### src/design/otm_pkg.sv
// Shared types, constants and helpers for the oligo Tm / weight calculator.
package otm_pkg;

    localparam int CNT_W  = 12;             // base counters
    localparam int MW_W   = 21;             // weight accumulator
    localparam int DIV_W  = 25;             // dividend and quotient of the shared divider
    localparam int DVR_W  = 21;             // divisor of the shared divider
    localparam int TMQ_W  = 17;             // quotient of 67500 / N
    localparam int TM_W   = 14;
    localparam int GC_W   = 7;
    localparam int OD_W   = 18;
    localparam int WT_W   = 9;              // per-base weight
    localparam int CALC_W = 15;             // Tm arithmetic

    localparam logic [CNT_W-1:0]  MAX_BASES    = 12'd4095;
    localparam logic [CNT_W-1:0]  TM_MIN_BASES = 12'd14;
    localparam logic [CNT_W-1:0]  TM_WAL_MAX   = 12'd20;
    localparam logic [MW_W-1:0]   MW_CORR      = 21'd61;
    localparam logic [DIV_W-1:0]  GC_SCALE     = 25'd100;
    localparam logic [DIV_W-1:0]  TM_NUM       = 25'd67500;
    localparam logic [DIV_W-1:0]  OD_NUM       = 25'd33000000;
    localparam logic [CALC_W-1:0] TM_SLOPE     = 15'd41;
    localparam logic [CALC_W-1:0] TM_OFFSET    = 15'd8150;
    localparam logic [CALC_W-1:0] WAL_SCALE    = 15'd100;

    localparam logic [7:0] CH_A = 8'h41;
    localparam logic [7:0] CH_C = 8'h43;
    localparam logic [7:0] CH_G = 8'h47;
    localparam logic [7:0] CH_T = 8'h54;

    localparam logic [WT_W-1:0] WT_A = 9'd312;
    localparam logic [WT_W-1:0] WT_C = 9'd288;
    localparam logic [WT_W-1:0] WT_G = 9'd328;
    localparam logic [WT_W-1:0] WT_T = 9'd303;

    typedef struct packed {
        logic [7:0] base_char;
        logic       is_last;
    } t_in_word;

    typedef struct packed {
        logic              empty_seq;
        logic              overflow;
        logic [CNT_W-1:0]  base_count;
        logic [GC_W-1:0]   gc_percent;
        logic [TM_W-1:0]   tm_centi;
        logic [MW_W-1:0]   mol_weight;
        logic [OD_W-1:0]   od_amount;
    } t_out_word;

    typedef enum logic [1:0] {
        DIV_GC = 2'd0,
        DIV_TM = 2'd1,
        DIV_OD = 2'd2
    } t_div_sel;

    typedef struct packed {
        logic     div_start;
        t_div_sel div_sel;
        logic     finish;
    } t_dp_cmd;

    typedef struct packed {
        logic div_done;
        logic empty;
    } t_dp_stat;

    // weight of a base character, zero for anything that is not a base
    function automatic logic [WT_W-1:0] base_weight(input logic [7:0] ch);
        logic [WT_W-1:0] w;
        w = '0;
        unique case (ch)
            CH_A:    w = WT_A;
            CH_C:    w = WT_C;
            CH_G:    w = WT_G;
            CH_T:    w = WT_T;
            default: w = '0;
        endcase
        return w;
    endfunction

endpackage

### src/design/otm_div.sv
// Restoring divider, one quotient bit per cycle.
module otm_div (
    input  logic                       i_clk,
    input  logic                       i_rst_n,
    input  logic                       i_start,
    input  logic [otm_pkg::DIV_W-1:0]  i_dividend,
    input  logic [otm_pkg::DVR_W-1:0]  i_divisor,
    output logic [otm_pkg::DIV_W-1:0]  o_quot,
    output logic                       o_done
);
    import otm_pkg::*;

    localparam int STEP_W = $clog2(DIV_W + 1);

    logic [DIV_W-1:0]  r_dvd;       // dividend shifting out, quotient shifting in
    logic [DVR_W-1:0]  r_dvr;
    logic [DVR_W:0]    r_rem;
    logic [STEP_W-1:0] r_cnt;
    logic              r_active;
    logic              r_done;

    logic [DVR_W:0]    w_trial;
    logic              w_fit;

    always_comb begin
        w_trial = {r_rem[DVR_W-1:0], r_dvd[DIV_W-1]};
        w_fit   = (w_trial >= {1'b0, r_dvr});
    end

    always_ff @(posedge i_clk) begin
        if (!i_rst_n) begin
            r_active <= 1'b0;
            r_done   <= 1'b0;
            r_cnt    <= '0;
        end else begin
            r_done <= 1'b0;
            if (i_start) begin
                r_active <= 1'b1;
                r_cnt    <= STEP_W'(DIV_W);
            end else if (r_active) begin
                r_cnt <= r_cnt - 1'b1;
                if (r_cnt == STEP_W'(1)) begin
                    r_active <= 1'b0;
                    r_done   <= 1'b1;
                end
            end
        end
    end

    always_ff @(posedge i_clk) begin
        if (i_start) begin
            r_dvd <= i_dividend;
            r_dvr <= i_divisor;
            r_rem <= '0;
        end else if (r_active) begin
            r_rem <= w_fit ? (w_trial - {1'b0, r_dvr}) : w_trial;
            r_dvd <= {r_dvd[DIV_W-2:0], w_fit};
        end
    end

    assign o_quot = r_dvd;
    assign o_done = r_done;

    a_done_ends_run: assert property (@(posedge i_clk) disable iff (!i_rst_n)
        r_done |-> !r_active) else $error("divider done while still stepping");

endmodule

### src/design/otm_dp.sv
// Datapath: base counters, weight accumulator, shared divider and result register.
module otm_dp (
    input  logic               i_clk,
    input  logic               i_rst_n,
    input  logic               i_take,
    input  otm_pkg::t_in_word  i_word,
    input  otm_pkg::t_dp_cmd   i_cmd,
    output otm_pkg::t_dp_stat  o_stat,
    output logic               o_done,
    output otm_pkg::t_out_word o_word
);
    import otm_pkg::*;

    logic [CNT_W-1:0] r_total;
    logic [CNT_W-1:0] r_cnt_gc;
    logic [MW_W-1:0]  r_mw_acc;
    logic             r_ovf;
    logic [GC_W-1:0]  r_gc_pct;
    logic [TMQ_W-1:0] r_tm_q;
    logic [OD_W-1:0]  r_od;
    logic             r_done;
    t_out_word        r_word;

    logic [WT_W-1:0]   w_wt;
    logic              w_is_gc;
    logic [MW_W-1:0]   w_mw;
    logic [DIV_W-1:0]  w_dividend;
    logic [DVR_W-1:0]  w_divisor;
    logic [DIV_W-1:0]  w_quot;
    logic              w_div_done;
    logic [CNT_W-1:0]  w_at;
    logic [CALC_W-1:0] w_tm_wal;
    logic [CALC_W-1:0] w_tm_long;
    logic [TM_W-1:0]   w_tm;

    always_comb begin
        w_wt    = base_weight(i_word.base_char);
        w_is_gc = (i_word.base_char == CH_C) || (i_word.base_char == CH_G);
        w_mw    = r_mw_acc - MW_CORR;
    end

    // counting, one word a cycle while not busy; a base past the limit only raises the flag
    always_ff @(posedge i_clk) begin
        if (!i_rst_n || i_cmd.finish) begin
            r_total  <= '0;
            r_cnt_gc <= '0;
            r_mw_acc <= '0;
            r_ovf    <= 1'b0;
        end else if (i_take && (w_wt != '0)) begin
            if (r_total == MAX_BASES) begin
                r_ovf <= 1'b1;
            end else begin
                r_total  <= r_total + 1'b1;
                r_cnt_gc <= r_cnt_gc + CNT_W'(w_is_gc);
                r_mw_acc <= r_mw_acc + MW_W'(w_wt);
            end
        end
    end

    always_comb begin
        w_dividend = '0;
        w_divisor  = '0;
        unique case (i_cmd.div_sel)
            DIV_GC: begin
                w_dividend = DIV_W'(r_cnt_gc) * GC_SCALE;
                w_divisor  = DVR_W'(r_total);
            end
            DIV_TM: begin
                w_dividend = TM_NUM;
                w_divisor  = DVR_W'(r_total);
            end
            DIV_OD: begin
                w_dividend = OD_NUM;
                w_divisor  = w_mw;
            end
            default: begin
                w_dividend = '0;
                w_divisor  = '0;
            end
        endcase
    end

    otm_div u_div (
        .i_clk      (i_clk),
        .i_rst_n    (i_rst_n),
        .i_start    (i_cmd.div_start),
        .i_dividend (w_dividend),
        .i_divisor  (w_divisor),
        .o_quot     (w_quot),
        .o_done     (w_div_done)
    );

    always_ff @(posedge i_clk) begin
        if (w_div_done) begin
            case (i_cmd.div_sel)
                DIV_GC:  r_gc_pct <= w_quot[GC_W-1:0];
                DIV_TM:  r_tm_q   <= w_quot[TMQ_W-1:0];
                DIV_OD:  r_od     <= w_quot[OD_W-1:0];
                default: ;
            endcase
        end
    end

    // Tm: zero below 14 bases, Wallace rule from 14 up to 20 bases, GC-based formula above
    always_comb begin
        w_at      = r_total - r_cnt_gc;
        w_tm_wal  = (CALC_W'({r_cnt_gc, 2'b00}) + CALC_W'({w_at, 1'b0})) * WAL_SCALE;
        w_tm_long = CALC_W'(r_gc_pct) * TM_SLOPE + TM_OFFSET - CALC_W'(r_tm_q);
        if (r_total < TM_MIN_BASES) begin
            w_tm = '0;
        end else if (r_total <= TM_WAL_MAX) begin
            w_tm = w_tm_wal[TM_W-1:0];
        end else begin
            w_tm = w_tm_long[TM_W-1:0];
        end
    end

    always_ff @(posedge i_clk) begin
        if (!i_rst_n) begin
            r_done <= 1'b0;
        end else begin
            r_done <= i_cmd.finish;
        end
    end

    always_ff @(posedge i_clk) begin
        if (i_cmd.finish) begin
            if (r_total == '0) begin
                r_word.empty_seq  <= 1'b1;
                r_word.overflow   <= 1'b0;
                r_word.base_count <= '0;
                r_word.gc_percent <= '0;
                r_word.tm_centi   <= '0;
                r_word.mol_weight <= '0;
                r_word.od_amount  <= '0;
            end else begin
                r_word.empty_seq  <= 1'b0;
                r_word.overflow   <= r_ovf;
                r_word.base_count <= r_total;
                r_word.gc_percent <= r_gc_pct;
                r_word.tm_centi   <= w_tm;
                r_word.mol_weight <= w_mw;
                r_word.od_amount  <= r_od;
            end
        end
    end

    assign o_stat.div_done = w_div_done;
    assign o_stat.empty    = (r_total == '0);
    assign o_done          = r_done;
    assign o_word          = r_word;

    a_strobe_single: assert property (@(posedge i_clk) disable iff (!i_rst_n)
        r_done |=> !r_done) else $error("result strobe held longer than one cycle");

    a_gc_within_total: assert property (@(posedge i_clk) disable iff (!i_rst_n)
        r_cnt_gc <= r_total) else $error("GC count exceeds base count");

endmodule

### src/design/otm_ctrl.sv
// Controller: sequences the three divisions (skipped if empty) and the result load after the last word.
module otm_ctrl (
    input  logic              i_clk,
    input  logic              i_rst_n,
    input  logic              i_take,
    input  logic              i_last,
    input  otm_pkg::t_dp_stat i_stat,
    output otm_pkg::t_dp_cmd  o_cmd,
    output logic              o_busy
);
    import otm_pkg::*;

    typedef enum logic [2:0] {
        S_IDLE,
        S_CHECK,
        S_GC,
        S_TM,
        S_OD,
        S_FIN
    } t_state;

    t_state  r_state;
    t_dp_cmd r_cmd;
    logic    r_busy;

    always_ff @(posedge i_clk) begin
        if (!i_rst_n) begin
            r_state         <= S_IDLE;
            r_busy          <= 1'b0;
            r_cmd.div_start <= 1'b0;
            r_cmd.div_sel   <= DIV_GC;
            r_cmd.finish    <= 1'b0;
        end else begin
            r_cmd.div_start <= 1'b0;
            r_cmd.finish    <= 1'b0;
            unique case (r_state)
                S_IDLE: begin
                    if (i_take && i_last) begin
                        r_state <= S_CHECK;
                        r_busy  <= 1'b1;
                    end
                end
                S_CHECK: begin
                    // counts now include the last word
                    if (i_stat.empty) begin
                        r_state      <= S_FIN;
                        r_cmd.finish <= 1'b1;
                    end else begin
                        r_state         <= S_GC;
                        r_cmd.div_start <= 1'b1;
                        r_cmd.div_sel   <= DIV_GC;
                    end
                end
                S_GC: begin
                    if (i_stat.div_done) begin
                        r_state         <= S_TM;
                        r_cmd.div_start <= 1'b1;
                        r_cmd.div_sel   <= DIV_TM;
                    end
                end
                S_TM: begin
                    if (i_stat.div_done) begin
                        r_state         <= S_OD;
                        r_cmd.div_start <= 1'b1;
                        r_cmd.div_sel   <= DIV_OD;
                    end
                end
                S_OD: begin
                    if (i_stat.div_done) begin
                        r_state      <= S_FIN;
                        r_cmd.finish <= 1'b1;
                    end
                end
                S_FIN: begin
                    r_state <= S_IDLE;
                    r_busy  <= 1'b0;
                end
                default: begin
                    r_state <= S_IDLE;
                    r_busy  <= 1'b0;
                end
            endcase
        end
    end

    assign o_cmd  = r_cmd;
    assign o_busy = r_busy;

    a_start_pulse: assert property (@(posedge i_clk) disable iff (!i_rst_n)
        r_cmd.div_start |=> !r_cmd.div_start) else $error("divider start held");

    a_finish_busy: assert property (@(posedge i_clk) disable iff (!i_rst_n)
        r_cmd.finish |-> r_busy) else $error("result load while not busy");

endmodule

### src/design/oligo_tm_mw_calculator.sv
// Every word is counted as it is accepted, one word per cycle while busy is low.
// After the last word, the GC, Tm and OD divisions run on the shared bit-serial
// divider, 25 steps each; then result and strobe load, with no divisions if empty.
// busy is high from the last word until the result is loaded; results cannot stall.
// Synchronous active-low reset clears the counters, flags and controller.
// Top level of the oligo melting temperature / molecular weight calculator.
module oligo_tm_mw_calculator (
    input  logic               i_clk,
    input  logic               i_rst_n,
    input  logic               start,
    output logic               busy,
    input  otm_pkg::t_in_word  i_word,
    output logic               o_done,
    output otm_pkg::t_out_word o_word
);
    import otm_pkg::*;

    t_dp_cmd  w_cmd;
    t_dp_stat w_stat;
    logic     w_busy;
    logic     w_take;

    assign w_take = start && !w_busy;
    assign busy   = w_busy;

    otm_ctrl u_ctrl (
        .i_clk   (i_clk),
        .i_rst_n (i_rst_n),
        .i_take  (w_take),
        .i_last  (i_word.is_last),
        .i_stat  (w_stat),
        .o_cmd   (w_cmd),
        .o_busy  (w_busy)
    );

    otm_dp u_dp (
        .i_clk   (i_clk),
        .i_rst_n (i_rst_n),
        .i_take  (w_take),
        .i_word  (i_word),
        .i_cmd   (w_cmd),
        .o_stat  (w_stat),
        .o_done  (o_done),
        .o_word  (o_word)
    );

endmodule
### config.mk
export PLATFORM = sky130hd
export DESIGN_NAME = oligo_tm_mw_calculator
export DESIGN_NICKNAME = d
export VERILOG_FILES = /design/src/design/otm_pkg.sv /design/src/design/otm_div.sv /design/src/design/otm_dp.sv /design/src/design/otm_ctrl.sv /design/src/design/oligo_tm_mw_calculator.sv
export SDC_FILE = /design/constraint.sdc
export NUM_CORES = 1
export LEC_CHECK = 0
export BUFFER_PORTS_ARGS = -buffer_cell sky130_fd_sc_hd__buf_2
export CAP_MARGIN = 5
export CORE_ASPECT_RATIO = 0.75
export CORE_MARGIN = 1.5
export CORE_UTILIZATION = 45
export CTS_CLUSTER_SIZE = 12
export DETAILED_ROUTE_END_ITERATION = 7
export SLEW_MARGIN = 20
export SYNTH_ARGS = -nofsm -noshare
export SYNTH_HDL_FRONTEND = slang
export SYNTH_HIERARCHICAL = 1
export SYNTH_SLANG_ARGS = --single-unit
### constraint.sdc
create_clock -name i_clk -period 5.9 [get_ports i_clk]
set_clock_uncertainty 0.15 [all_clocks]
set_input_delay 0.295 -clock i_clk [delete_from_list [all_inputs] [get_ports i_clk]]
set_output_delay 0.295 -clock i_clk [all_outputs]
set_load 0.02 [all_outputs]
==> After elaboration in Yosys (flattened, before gate mapping) <==
Index checks and enable logic that the tools add are counted.
{ "totals": {"ff_bits": 242, "in_bits": 12, "output_inout_bits": 76} }
{ "op_classes": {"eq_ne": 17, "n_mul": 3, "addsub": 10, "mux": 30, "magnitude_cmp": 3, "bitwise_logic": 4, "reduce_logical": 27} }
{ "op_table": {"columns": ["operator", "count"], "rows": [
  ["25-bit case mux with 3 select lines", 1],
  ["74-bit 2-to-1 mux", 1],
  ["25-bit 2-to-1 mux", 2],
  ["21-bit case mux with 2 select lines", 1],
  ["9-bit case mux with 4 select lines", 1],
  ["8-bit by 7-bit == test with 1-bit output, second input constant", 4],
  ["14-bit 2-to-1 mux", 2],
  ["3-bit 2-to-1 mux", 8],
  ["22-bit by 21-bit >= comparator with 1-bit output", 1],
  ["21-bit by 9-bit adder with 21-bit output", 1],
  ["21-bit 2-to-1 mux", 1],
  ["21-bit subtractor", 1],
  ["21-bit by 6-bit subtractor with 21-bit output, second input constant", 1],
  ["12-bit by 5-bit multiplier with 17-bit output, second input constant", 1],
  ["14-bit by 13-bit adder with 15-bit output", 1],
  ["15-bit by 5-bit multiplier with 12-bit output, second input constant", 1],
  ["3-bit case mux with 5 select lines", 1],
  ["13-bit by 13-bit adder with 14-bit output, second input constant", 1],
  ["14-bit subtractor", 1],
  ["7-bit by 6-bit multiplier with 13-bit output, second input constant", 1],
  ["12-bit by 1-bit adder with 12-bit output", 1],
  ["12-bit by 1-bit adder with 12-bit output, second input constant", 1],
  ["12-bit == test, second input constant", 1],
  ["12-bit by 5-bit <= comparator with 1-bit output, second input constant", 1],
  ["30 further kinds", 58]
]} }

==> Depth between registers and ports, before layout <==
{ "depth": {"depth_word": 6, "mapped_depth": 27, "ltp_nobuf": 27} }

==> By module <==
Netlist, hierarchy kept.
{ "by_module_without_submodules": {"columns": ["module", "area_each_um2", "n_inst", "cells_per_inst", "seq_area_each_um2"], "rows": [
  ["otm_dp", 10667.7, 1, 1054, 4334.2],
  ["otm_div", 4087.7, 1, 378, 1941.9],
  ["otm_ctrl", 377.9, 1, 44, 160.2],
  ["oligo_tm_mw_calculator", 13.8, 1, 1, 0.0]
]} }

==> Worst setup path after synthesis <==
OpenSTA, ideal clock, no wires.
{ "synth_path": {"path_kind": "register to register", "from": "register u_dp.r_cnt_gc[1]", "to": "register u_dp.r_word (netlist bit u_dp/o_word[52]) (data pin)", "period_less_slack_ps": 5360, "path_slack_ps": 540, "arrival_ps": 4937, "stages_incl_launch_ff": 27, "path_buffers": 0, "path_cell_list": "dfxtp_1 -> inv_1 -> ha_1 -> nor2b_1 -> o21ai_0 -> a21boi_0 -> o21ai_0 -> a21boi_0 -> nor2_1 -> ha_1 -> nand2_1 -> o21ai_0 -> a21oi_4 -> ha_1 -> ha_1 -> inv_1 -> fa_1 -> inv_1 -> ha_1 -> o21ai_0 -> o21bai_1 -> a21oi_1 -> xnor2_1 -> xnor3_1 -> xnor2_1 -> xnor2_1 -> a211oi_2"} }
{ "synth_between": {"elab_chain_cells": 4} }
{ "synth_rtl": {"columns": ["element", "line", "source"], "rows": [
  ["start, declared", "otm_dp.sv:15", "logic [CNT_W-1:0] r_cnt_gc;"],
  ["start signal, assigned", "otm_dp.sv:54", "r_cnt_gc <= r_cnt_gc + CNT_W'(w_is_gc);"],
  ["12-bit subtractor", "otm_dp.sv:106", "w_at = r_total - r_cnt_gc;"],
  ["14-bit by 13-bit adder with 15-bit output (*)", "otm_dp.sv:107", "w_tm_wal = (CALC_W'({r_cnt_gc, 2'b00}) + CALC_W'({w_at, 1'b0})) * WAL_SCALE;"],
  ["15-bit by 5-bit multiplier with 12-bit output (*)", "otm_dp.sv:107", null],
  ["14-bit 2-to-1 mux (*)", "otm_dp.sv:111", "end else if (r_total <= TM_WAL_MAX) begin"],
  ["end, declared", "otm_dp.sv:22", "t_out_word r_word;"]
]} }
Every way passes the cells marked *; elsewhere a longest branch is shown, timed or not.
A chain may end at the register's enable or synchronous reset.

==> Worst setup path after layout <==
{ "layout_path": {"from": "register u_dp.r_total[0]", "to": "register u_dp.r_word (netlist bit u_dp/o_word[52]) (data pin)"} }
{ "layout_between": {"elab_chain_cells": 4, "word_cells_on_any_way": 8, "cone_classes": "add/sub (2); mul (1); order compare (2); mux (1); reduce/logical (2)"} }
{ "layout_rtl": {"columns": ["element", "line", "source"], "rows": [
  ["start, declared", "otm_dp.sv:14", "logic [CNT_W-1:0] r_total;"],
  ["start signal, assigned", "otm_dp.sv:53", "r_total <= r_total + 1'b1;"],
  ["12-bit subtractor", "otm_dp.sv:106", null],
  ["14-bit by 13-bit adder with 15-bit output", "otm_dp.sv:107", null],
  ["15-bit by 5-bit multiplier with 12-bit output", "otm_dp.sv:107", null],
  ["14-bit 2-to-1 mux", "otm_dp.sv:111", null]
]} }
Parallel ways exist; a longest one is shown, timed or not.

==> results by stage <==
Clock network:
- The tree is rooted in a sky130_fd_sc_hd__clkbuf_16.
- The CTS tree is yes.
- The H-tree level count is 1.
- For the worst-skew pair, the clock arrives at the later sink with an insertion delay of 0.55 ns.
- The clock-pin slew on the worst setup and hold paths is 0.06 ns.
- No sink is reached through more buffers than the 3 on the longest clock path.
- Counting the buffers created by CTS gives 28.
- The clock sink count is 242.

Route:
- In the routed layout, each cell is associated on average with a via count of 5.25.
- The number of remaining DRC errors is 0.
- The via count of the routed design is 10600.
- The number of detailed-routing iterations run before antenna repair is 5.
- The count of routing violations after the opening detailed-route iteration is 707.
- The wire length per cell is 16.7 µm.
- The remaining number of nets flagged by the antenna check after routing is 0.
- Wires add up to 33700 µm.

Floorplan:
- The number of placement rows is 57.
- From left edge to right edge, the die measures 215 µm.
- The die footprint is 0.0348 mm².
- 88 I/O pins were placed.
- The overall die height is 162 µm.
- The core footprint is 0.0327 mm².
- The starting density of the core is 46.3%.

Yosys:
- The post-synth design cell area is 0.0151 mm².
- The count of yosys warnings during synthesis is 6.
- By count the netlist is led by sky130_fd_sc_hd__ha_1 (164), sky130_fd_sc_hd__edfxtp_1 (159), sky130_fd_sc_hd__inv_1 (147).
- The most used flip-flop cell after synthesis is sky130_fd_sc_hd__edfxtp_1.
- The proportion of synthesized flip-flops having asynchronous set or reset is 0%.
- Yosys mapped a number of flops with a built-in enable equal to 159.
- The number of instances in the synthesized netlist is 1477.
- Synthesis inferred 242 register bits.
- The share of the yosys chip area belonging to registers is 42.5%.
- The fraction of post-synthesis cell area in the top cell type by area is 31.5%.
- Summed over all instances, the cell type with the most area after synthesis is sky130_fd_sc_hd__edfxtp_1.
- The most frequent cell after synthesis is sky130_fd_sc_hd__ha_1.
- The mean cell area of the mapped netlist is 10.3 µm².
- In the post-synthesis netlist, the biggest area contributors are sky130_fd_sc_hd__edfxtp_1 (32%), sky130_fd_sc_hd__ha_1 (14%), sky130_fd_sc_hd__dfxtp_1 (11%).
- The number of distinct library cells after synthesis is 88.

Placed design:
- The count of buffers from port buffering is 87.
- The placer congestion estimate is 0.874.
- The cell area reported after detailed placement is 0.0160 mm².
- The HPWL after detailed placement is 24800 µm.

GRT:
- The initial antenna violation count was 0.
- The first global-routing pass estimated 55200 µm of wire.
- For this run, the total global-route usage over all layers was measured as 19.8%.
- Entering global routing, the biggest net connects 77 pins.
- The via count of the first global-routing pass is 10500.
- The total overflow left after global routing is 0.

Worst setup path:
- In this run the worst setup path begins at u_dp/r_total[0].
- The critical register-to-register path startpoint is u_dp/r_total[0].
- The critical path start-end classification is flop to flop.
- The maximum cell stage delay along the critical path is 0.53 ns.
- Data arrives at the worst endpoint at 5.61 ns.
- STA classifies the critical path endpoint as a flop.
- Data on the critical path is required at its endpoint by 6.02 ns.
- The cell with the biggest individual delay on the critical path is sky130_fd_sc_hd__fa_1.
- The cell type with the highest occurrence count on the critical path is sky130_fd_sc_hd__ha_1.
- The worst setup path is launched from a flop.
- Of all nets on the critical path, the largest fanout is 4.

Timing:
- The tightest hold path in the finished design has a slack of 0.0825 ns.
- Derived from the worst setup path, the maximum achievable clock frequency is 182 MHz.
- The final critical path time including I/O delays and setup is 5.50 ns.
- Setup violations remaining at the end of the flow were counted as 0.
- The share of the cycle needed by the critical path after routing is 93.2%.
- Setup repair after global routing left no endpoint under its margin.
- The final count of hold timing violations was 0.
- The transition time at the pin with the least slew margin is 1.08 ns.
- The final sum of negative setup slack is 0 ns.
- The max-slew violation count is 0.
- Headroom to the max-slew limit came out at 27.9%.

Run:
- The number of max-cap violations is 0.

Power and ir drop:
- The overall power of the completed layout is 4.07 mW.
- The static power due to leakage is 7.31 nW.
- The power density over the cells is 239 mW/mm².
- The worst ir drop on vdd is 0.228 mV.

Finish:
- Of the cells placed in the final design, the portion with a size suffix greater than 1 is 13.6%.
- 0 antenna diodes ended up in the layout.
- After routing the design area is 0.0170 mm².
- The multi-input combinational cells in the finished layout cover a total of 0.00793 mm².
- Fill cells in the final layout number 3000.
- The final layout contains 1761 nets.
- Across the whole layout, storage elements account for 0.00644 mm².
- Relative to the synthesized area, the layout overhead comes to 12.3%.

Hold path:
- The source of the worst hold timing path is start.
- The path class of the tightest hold or removal check is input port to flop.

Outcome:
- The run finished with clean final reports.
## per-stage QoR
stage	util, %	worst slack [ns]	instances
after floorplan	-	0.540	1479
after global placement	48.8	0.275	1964
after detailed placement	48.8	0.104	1964
after CTS	51.8	0.0758	2019
after global routing	52.0	0.0134	2022
final	52.0	0.403	2022
## final timing paths
path | to | slack [ns] | depth (start not counted)
min reg2reg | u_dp/r_od[16] | 0.32 | 0
max reg2reg | u_dp/o_word[52] | 0.40 | 25
max | u_dp/o_word[52] | 0.40 | 25
min | u_dp/r_ovf | 0.08 | 4
## kinds of logic (layout without fill, tap and decap cells)
logic type	after synthesis	in the layout	synth area share, %
compound gates	255	255	11.2
xor+xnor	117	117	6.86
fa+ha+maj	191	191	17.1
buf+inv	203	304	5.46
flops	242	242	42.5
mux	45	45	3.19
other cells	1	3	0.0248
simple gates	423	423	13.7
## layout make-up
type | instances | share of cell area [%]
Clock buffer | 43 | 5.05
Clock inverter | 9 | 0.463
Inverter | 147 | 3.24
Multi-Input combinational cell | 1034 | 46.6
Sequential cell | 242 | 37.9
Tap cell | 442 | 3.25
Timing Repair Buffer | 105 | 3.47
## power breakdown
group	leakage [nW]	internal (mW)	total [mW]	switching (mW)
clock	0.469	1.05	1.74	0.695
sequential	2.18	1.85	1.89	0.0431
combinational	4.66	0.178	0.433	0.255
total	7.31	3.07	4.07	0.993
## cell usage in the layout, fill, tap and decap left out, types with 14 or more instances in the layout
cell	n
sky130_fd_sc_hd__inv_1	147
sky130_fd_sc_hd__a21o_1	20
sky130_fd_sc_hd__mux2i_1	19
sky130_fd_sc_hd__nor2b_1	41
sky130_fd_sc_hd__nand3_1	25
sky130_fd_sc_hd__buf_2	87
sky130_fd_sc_hd__dfxtp_1	79
sky130_fd_sc_hd__o21ai_0	68
sky130_fd_sc_hd__a211oi_1	16
sky130_fd_sc_hd__clkbuf_16	30
sky130_fd_sc_hd__ha_1	164
sky130_fd_sc_hd__a21oi_1	68
sky130_fd_sc_hd__fa_1	26
sky130_fd_sc_hd__xnor2_1	67
sky130_fd_sc_hd__nor3_1	21
sky130_fd_sc_hd__xor2_1	48
sky130_fd_sc_hd__edfxtp_1	159
sky130_fd_sc_hd__nor2_1	143
sky130_fd_sc_hd__nand2b_1	19
sky130_fd_sc_hd__nand2_1	92
sky130_fd_sc_hd__mux2_2	26
sky130_fd_sc_hd__buf_4	14
## routing by layer
metal / wire [µm] / track usage, % / share of wire, %
met5: 0 / 0 / 0
met4: 609 / 3.97 / 1.8
met3: 1580 / 3.63 / 4.7
met2: 14400 / 30.6 / 43
met1: 17100 / 29.1 / 51
## worst max-delay path: cells and delay by family (launching register included)
family	cells	cell delay [ns]
adder cells (fa/ha/maj)	7	2.40
flip-flops	1	0.33
AO/OA/AOI/OAI	6	0.69
AND/OR/NAND/NOR	4	0.57
XOR/XNOR	5	0.90
buffers and inverters	3	0.17
## flip-flops by register name, indices dropped and copies added (netlist names), 3 cells and up
register,cells
u_dp/u_div/r_cnt,5
u_dp/r_cnt_gc,12
u_dp/r_mw_acc,21
u_dp/u_div/o_quot,25
u_ctrl/o_cmd,4
u_dp/u_div/r_dvr,21
u_dp/r_tm_q,14
u_dp/r_gc_pct,7
u_dp/r_od,18
u_dp/o_word,74
u_dp/u_div/r_rem,21
u_ctrl/r_state,3
u_dp/r_total,12
## repair_timing
| item | CTS | global route |
|---|---|---|
| endpoints found under the setup margin | 0 | 1 |
| hold buffers | 3 | 0 |
| buffers inserted | 0 | 2 |
| resized for setup | 0 | 14 |
| hold endpoints to repair | 11 | 0 |
No activity file was read; power rests on OpenSTA's default activity.
